## src/rtl/core/mvts_pkg.sv

```systemverilog
// shared types and constants for the multi-voice tone synthesizer
// item structs, slot layout, controller command and datapath status groups
`default_nettype none

package mvts_pkg;

  typedef enum logic [2:0] {
    ACT_TICK    = 3'd0,
    ACT_ADD     = 3'd1,
    ACT_REPLACE = 3'd2,
    ACT_END     = 3'd3,
    ACT_CLEAR   = 3'd4,
    ACT_ASK     = 3'd5
  } action_t;

  typedef enum logic [1:0] {
    KIND_SAMPLE = 2'd0,
    KIND_TIME   = 2'd1,
    KIND_FULL   = 2'd2
  } kind_t;

  typedef enum logic [1:0] {
    ADDR_HEAD = 2'd0,
    ADDR_TAIL = 2'd1,
    ADDR_ASK  = 2'd2
  } addr_sel_t;

  localparam logic [63:0] HALF_PI_Q30 = 64'd1686629711;
  localparam logic signed [33:0] SAMPLE_MAX = 34'sd8388607;
  localparam logic signed [33:0] SAMPLE_MIN = -34'sd8388608;
  localparam logic [38:0] TOTAL_MAX = 39'h0F_FFFF_FFFF;

  typedef struct packed {
    logic [2:0]         action;
    logic [2:0]         voice;
    logic [30:0]        phase_step;
    logic [15:0]        note_gain;
    logic signed [15:0] balance;
    logic [31:0]        length_samples;
    logic [23:0]        rise_samples;
    logic [23:0]        fall_samples;
  } in_item_t;

  typedef struct packed {
    logic [1:0]         kind;
    logic signed [23:0] left_sample;
    logic signed [23:0] right_sample;
    logic [35:0]        remaining_total;
  } out_item_t;

  typedef struct packed {
    logic [30:0]        phase_step;
    logic [15:0]        gain;
    logic signed [15:0] balance;
    logic [31:0]        remaining;
    logic [23:0]        rise;
    logic [23:0]        fall;
  } slot_t;

  typedef struct packed {
    logic      capture;
    logic      tick_start;
    logic      ram_rd;
    addr_sel_t addr_sel;
    logic      load_mag;
    logic      start_atk;
    logic      start_rel;
    logic      div_step;
    logic      load_pan;
    logic      acc_voice;
    logic      next_voice;
    logic      cut_wb;
    logic      append;
    logic      clear_all;
    logic      ask_start;
    logic      ask_acc;
    logic      load_out;
  } ctl_cmd_t;

  typedef struct packed {
    logic [2:0] action;
    logic       voice_ok;
    logic       len_zero;
    logic       voice_busy;
    logic       queue_full;
    logic       last_voice;
    logic       atk_need;
    logic       rel_need;
    logic       div_last;
    logic       ask_more;
    logic       out_free;
  } dp_stat_t;

endpackage

`default_nettype wire

```

## src/rtl/core/mvts_ctrl.sv

```systemverilog
// sequencing state machine: decodes items, walks voices, runs the divider
// depends on mvts_pkg for command and status groups
`default_nettype none

module mvts_ctrl (
  input  wire logic               clk,
  input  wire logic               rst_n,
  input  wire logic               in_valid,
  output logic                    in_stall,
  input  wire mvts_pkg::dp_stat_t st,
  output mvts_pkg::ctl_cmd_t      cmd
);
  import mvts_pkg::*;

  typedef enum logic [15:0] {
    S_IDLE    = 16'h0001,
    S_DECODE  = 16'h0002,
    S_CUT_RD  = 16'h0004,
    S_CUT_WB  = 16'h0008,
    S_APPEND  = 16'h0010,
    S_TK_RD   = 16'h0020,
    S_TK_MAG  = 16'h0040,
    S_TK_ATK  = 16'h0080,
    S_DIV_A   = 16'h0100,
    S_TK_REL  = 16'h0200,
    S_DIV_R   = 16'h0400,
    S_TK_PAN  = 16'h0800,
    S_TK_ACC  = 16'h1000,
    S_ASK_RD  = 16'h2000,
    S_ASK_ACC = 16'h4000,
    S_EMIT    = 16'h8000
  } state_t;

  state_t state_r, state_nxt;
  logic   more_note;

  assign more_note = (st.action == ACT_REPLACE) && !st.len_zero;
  assign in_stall  = (state_r != S_IDLE);

  always_comb begin
    state_nxt    = state_r;
    cmd          = '0;
    cmd.addr_sel = ADDR_HEAD;
    unique case (state_r)
      S_IDLE: begin
        cmd.capture = in_valid;
        if (in_valid) begin
          state_nxt = S_DECODE;
        end
      end
      S_DECODE: begin
        unique case (st.action)
          ACT_TICK: begin
            cmd.tick_start = 1'b1;
            state_nxt      = S_TK_RD;
          end
          ACT_ADD: begin
            state_nxt = (!st.voice_ok || st.len_zero) ? S_IDLE : S_APPEND;
          end
          ACT_REPLACE, ACT_END: begin
            state_nxt = st.voice_ok ? S_CUT_RD : S_IDLE;
          end
          ACT_CLEAR: begin
            cmd.clear_all = 1'b1;
            state_nxt     = S_IDLE;
          end
          ACT_ASK: begin
            cmd.ask_start = 1'b1;
            state_nxt     = S_ASK_RD;
          end
          default: state_nxt = S_IDLE;
        endcase
      end
      S_CUT_RD: begin
        if (st.voice_busy) begin
          cmd.ram_rd = 1'b1;
          state_nxt  = S_CUT_WB;
        end else begin
          state_nxt = more_note ? S_APPEND : S_IDLE;
        end
      end
      S_CUT_WB: begin
        cmd.cut_wb = 1'b1;
        state_nxt  = more_note ? S_APPEND : S_IDLE;
      end
      S_APPEND: begin
        cmd.addr_sel = ADDR_TAIL;
        if (st.queue_full) begin
          state_nxt = S_EMIT;
        end else begin
          cmd.append = 1'b1;
          state_nxt  = S_IDLE;
        end
      end
      S_TK_RD: begin
        if (st.voice_busy) begin
          cmd.ram_rd = 1'b1;
          state_nxt  = S_TK_MAG;
        end else begin
          cmd.next_voice = 1'b1;
          if (st.last_voice) begin
            state_nxt = S_EMIT;
          end
        end
      end
      S_TK_MAG: begin
        cmd.load_mag = 1'b1;
        state_nxt    = S_TK_ATK;
      end
      S_TK_ATK: begin
        if (st.atk_need) begin
          cmd.start_atk = 1'b1;
          state_nxt     = S_DIV_A;
        end else begin
          state_nxt = S_TK_REL;
        end
      end
      S_DIV_A: begin
        cmd.div_step = 1'b1;
        if (st.div_last) begin
          state_nxt = S_TK_REL;
        end
      end
      S_TK_REL: begin
        if (st.rel_need) begin
          cmd.start_rel = 1'b1;
          state_nxt     = S_DIV_R;
        end else begin
          state_nxt = S_TK_PAN;
        end
      end
      S_DIV_R: begin
        cmd.div_step = 1'b1;
        if (st.div_last) begin
          state_nxt = S_TK_PAN;
        end
      end
      S_TK_PAN: begin
        cmd.load_pan = 1'b1;
        state_nxt    = S_TK_ACC;
      end
      S_TK_ACC: begin
        cmd.acc_voice  = 1'b1;
        cmd.next_voice = 1'b1;
        state_nxt      = st.last_voice ? S_EMIT : S_TK_RD;
      end
      S_ASK_RD: begin
        cmd.addr_sel = ADDR_ASK;
        if (st.ask_more) begin
          cmd.ram_rd = 1'b1;
          state_nxt  = S_ASK_ACC;
        end else begin
          state_nxt = S_EMIT;
        end
      end
      S_ASK_ACC: begin
        cmd.ask_acc = 1'b1;
        state_nxt   = S_ASK_RD;
      end
      S_EMIT: begin
        if (st.out_free) begin
          cmd.load_out = 1'b1;
          state_nxt    = S_IDLE;
        end
      end
      default: state_nxt = S_IDLE;
    endcase
  end

  always_ff @(posedge clk) begin
    if (!rst_n) begin
      state_r <= S_IDLE;
    end else begin
      state_r <= state_nxt;
    end
  end

endmodule

`default_nettype wire

```

## config.mk

```make
export PLATFORM = sky130hd
export DESIGN_NAME = mvts_ctrl
export DESIGN_NICKNAME = d
export VERILOG_FILES = /design/src/rtl/core/mvts_pkg.sv /design/src/rtl/core/mvts_ctrl.sv
export SDC_FILE = /design/constraint.sdc
export NUM_CORES = 1
export LEC_CHECK = 0
export BUFFER_PORTS_ARGS = -buffer_cell sky130_fd_sc_hd__buf_2
export CAP_MARGIN = 10
export CORE_MARGIN = 8
export CORE_UTILIZATION = 30
export DETAILED_ROUTE_END_ITERATION = 8
export PLACE_DENSITY_LB_ADDON = 0.2
export SYNTH_ARGS = -nofsm -noshare
export SYNTH_HDL_FRONTEND = slang
export SYNTH_SLANG_ARGS = --single-unit
```

## constraint.sdc

```tcl
create_clock -name clk -period 4.9 [get_ports clk]
set_input_delay 1.47 -clock clk [delete_from_list [all_inputs] [get_ports clk]]
set_output_delay 1.47 -clock clk [all_outputs]
set_load 0.02 [all_outputs]
```

**Yosys cells after proc, flatten, opt, wreduce, memory -nomap -nowiden**

Index checks and enable logic that the tools add are counted.

- Equal/unequal tests: 27
- Multiplexer cells: 43
- Reductions and logical operators: 9

Operators with widths:

| kind | count |
|---|---|
| 16-bit case mux with 16 select lines | 1 |
| 16-bit two-way mux | 9 |
| 14-bit case mux with 4 select lines | 1 |
| 1-bit two-way mux | 22 |
| 16-bit by 1-bit equality test with 1-bit output (second input constant) | 1 |
| 16-bit by 10-bit equality test with 1-bit output (second input constant) | 1 |
| 16-bit by 11-bit equality test with 1-bit output (second input constant) | 1 |
| 16-bit by 12-bit equality test with 1-bit output (second input constant) | 1 |
| 16-bit by 13-bit equality test with 1-bit output (second input constant) | 1 |
| 16-bit by 14-bit equality test with 1-bit output (second input constant) | 1 |
| 16-bit by 15-bit equality test with 1-bit output (second input constant) | 1 |
| 16-bit equality test (second input constant) | 1 |
| 16-bit by 2-bit equality test with 1-bit output (second input constant) | 1 |
| 16-bit by 3-bit equality test with 1-bit output (second input constant) | 1 |
| 16-bit by 4-bit equality test with 1-bit output (second input constant) | 1 |
| 16-bit by 5-bit equality test with 1-bit output (second input constant) | 1 |
| 16-bit by 6-bit equality test with 1-bit output (second input constant) | 1 |
| 16-bit by 7-bit equality test with 1-bit output (second input constant) | 1 |
| 16-bit by 8-bit equality test with 1-bit output (second input constant) | 1 |
| 16-bit by 9-bit equality test with 1-bit output (second input constant) | 1 |
| 16-bit by 1-bit inequality test with 1-bit output (second input constant) | 1 |
| 5-bit two-way mux | 3 |
| 12-bit two-way mux | 1 |
| 10-bit two-way mux | 1 |
| other kinds (15) | 24 |

- Flip-flop bits (word level): 16
- Word-level logic and storage cells: 80

**Depth between registers and ports, before layout**

- Depth after elaboration: 5
- Depth in mapped cells: 7
- Gate-level depth less buffers: 6

**Worst setup path before layout**

No wires, ideal clock.

- Path type: input to output
- Start point: input port st[11] in the netlist's numbering
- End point: output port cmd[16] in the netlist's numbering
- Arrival time: 2.137 ns
- Required time: 3.430 ns
- Path slack: 1.293 ns
- Stages: 2
- Buffers on the path: 0
- Cell sequence: nor3_1 nor3b_2

RTL lines:

| what | RTL line | source |
|---|---|---|
| from (decl) | mvts_ctrl.sv:10 | `input wire mvts_pkg::dp_stat_t st,` |
| to (decl) | mvts_ctrl.sv:11 | `output mvts_pkg::ctl_cmd_t cmd` |

==> impl_metrics.sql <==
INSERT INTO impl_metrics (metric_group, metric, value, unit) VALUES
('outcome', 'run_status', 'completed', ''),
('routing', 'met2_wirelength', '1872', 'um'),
('global_route', 'grt_overflow', '0', ''),
('power_and_ir_drop', 'power.static_leakage', '0.6466', 'nW'),
('logic_synthesis', 'seq_area_frac_synth', '0.2517', ''),
('sta', 'slew_viol_final', '0', ''),
('floorplan', 'effective_utilization_at_floorplan', '0.3158', ''),
('sta', 'worst_pin_slew', '0.5083', 'ns'),
('cts', 'htree_num_levels', '1', ''),
('logic_synthesis', 'synthMostInstantiatedCell', 'nor2_1', ''),
('setup_path', 'critPathRequiredTime', '3.43', 'ns'),
('power_and_ir_drop', 'power_per_cell_area', '216.9', 'nW/um^2'),
('layout', 'largest_register_ff_count', '16', ''),
('setup_path', 'cp.arrival', '2.41', 'ns'),
('cts', 'longest_clk_path_bufs', '2', ''),
('sta', 'max_freq', '257.8', 'MHz'),
('logic_synthesis', 'yosys_warnings', '0', ''),
('cts', 'cts.reportedPaths.clkPinSlew', '0.06', 'ns'),
('sta', 'slew_headroom', '0.6583', ''),
('routing', 'drt_first_iter_violations', '64', ''),
('floorplan', 'dieHeight', '81.13', 'um'),
('logic_synthesis', 'netlist_area', '1272', 'um^2'),
('logic_synthesis', 'synth_flop_cell', 'dfxtp_1', ''),
('floorplan', 'top_level_port_count', '35', ''),
('global_route', 'grt_max_degree', '13', ''),
('layout', 'area_growth', '19.08', '%'),
('hold_path', 'timing.hold.worst.class', 'reg2reg', ''),
('cts', 'number_of_clock_sinks', '16', ''),
('setup_path', 'timing.reg2reg.worst_path_depth', '6', ''),
('hold_path', 'min_delay_path_depth', '2', ''),
('global_route', 'grt_pass1_wl', '6368', 'um'),
('cts', 'cts_made_buffers', '3', ''),
('layout', 'reg.largest.list', 'state_r (16)', ''),
('floorplan', 'rows', '23', ''),
('logic_synthesis', 'avgSynthCellArea', '8.054', 'um^2'),
('layout', 'layoutNonFillerInstCount', '239', ''),
('logic_synthesis', 'ys_async_sr_fraction', '0', ''),
('sta', 'finalSetupViolCount', '0', ''),
('cts', 'cts_tree', 'built', ''),
('cts', 'setup_buffers_after_cts', '0', ''),
('routing', 'detail_route.wirelength', '3834', 'um'),
('logic_synthesis', 'syn-instance-count', '158', ''),
('layout', 'antenna-diode-count', '0', ''),
('setup_path', 'setup.worst_path.start_class', 'primary input', ''),
('global_route', 'first_global_vias', '1360', ''),
('floorplan', 'core_region_area', '4029', 'um^2'),
('logic_synthesis', 'post_synth_num_cell_types', '51', ''),
('setup_path', 'worst_path_maximum_fanout', '4', ''),
('sta', 'final.setup.tns', '0', 'ns'),
('logic_synthesis', 'synth_top_cell_area_share', '0.2517', ''),
('placement', 'post-dp-hpwl', '3103', 'um'),
('logic_synthesis', 'synth-edff-count', '0', ''),
('routing', 'detail_route.wirelength.met1', '1644', 'um'),
('sta', 'final-hold-violation-count', '0', ''),
('sta', 'timing.final.crit_period', '3.879', 'ns'),
('cts', 'post_cts.resized_instances', '0', ''),
('placement', 'routabilityCongestion', '0.9020', ''),
('routing', 'top_sig_layer', 'met4', ''),
('power_and_ir_drop', 'pwr-share-seq', '0.433', ''),
('routing', 'ant_nets', '0', ''),
('routing', 'met3_length', '263', 'um'),
('layout', 'cell_area_after_layout', '1515', 'um^2'),
('floorplan', 'dieArea', '6581', 'um^2'),
('layout', 'largest_register', 'state_r', ''),
('power_and_ir_drop', 'vdd_ir_drop_max', '0.0001411', 'V'),
('global_route', 'globalRouteTotalUtil', '0.1215', ''),
('logic_synthesis', 'library_cell_occupying_the_most_area_in_the_post_synthesis_netlist', 'dfxtp_1', ''),
('routing', 'routedWlPerCell', '16.04', 'um'),
('power_and_ir_drop', 'switching_share', '0.3176', ''),
('sta', 'min_period_over_period', '0.7917', ''),
('cts', 'clock_latency_at_the_later_pin_of_the_worst_skew_pair', '0.25', 'ns');
[through the flow]
stage / hold slack (ns) / total power [W] / utilization / setup WS, ns
after global placement: 0.5899 / 0.0002314 / 0.3658 / 1.113
after global routing: 0.6343 / 0.0003473 / 0.3761 / 0.8531
after detailed placement: 0.6049 / 0.0002325 / 0.3658 / 1.026
final: 0.6127 / 0.0003286 / 0.3761 / 1.021
after CTS: 0.6141 / 0.0003324 / 0.3761 / 1.027
after floorplan: 0.5628 / 0.0002036 / - / 1.293
[cell usage in the layout, fill, tap and decap left out, types with 5 or more instances in the layout]
master and n:
nand2_1 9, o21ai_0 6, nor2_1 20, and2_1 6
inv_1 6, nor4_1 6, nor3_1 6, xnor2_1 5
buf_2 34, dfxtp_1 16, a21oi_1 7
[power by group through the flow]
| stage | clock network [W] | registers [W] | logic, W |
|---|---|---|---|
| global placement | 0 | 0.000145 | 0.0000868 |
| finish | 0.0000991 | 0.000142 | 0.0000872 |
| floorplan | 0 | 0.000143 | 0.0000610 |
| CTS | 0.000102 | 0.000142 | 0.0000877 |
| global route | 0.000107 | 0.000143 | 0.0000966 |
| detailed placement | 0 | 0.000145 | 0.0000873 |
[critical path: stages]
cell and delay, ns:
buf_2 0.12, nor3_1 0.35, nor3b_2 0.27, buf_2 0.20
[per-layer routing]
layer | global-route usage | up-vias
met2 | 0.2093 | 40
met5 | 0 | -
met3 | 0.03311 | 6
met4 | 0.03214 | 0
li1 | - | 656
met1 | 0.1447 | 625
[worst paths after layout]
path,from,to,slack (ns)
max,st[11],cmd[16],1.02
min,state_r[9],state_r[11],0.61
max reg2reg,state_r[4],state_r[15],2.59
min reg2reg,state_r[9],state_r[11],0.61
[final cells by class]
| type | instances | area (um^2) |
|---|---|---|
| clock buffer | 3 | 41.29 |
| multi-input combinational | 130 | 898.4 |
| tap | 50 | 62.56 |
| fill | 446 | 2514 |
| timing repair buffer | 34 | 170.2 |
| inverter | 6 | 22.52 |
| sequential | 16 | 320.3 |
[kinds of logic (layout without fill, tap and decap cells)]
kind of cell    after synthesis  after routing  share of synthesized area
simple gates                 94             94                     0.4926
compound gates               30             30                     0.1721
flops                        16             16                     0.2517
buf+inv                      12             43                    0.04227
xor+xnor                      6              6                    0.04130
(Power assumes the default switching activity.)
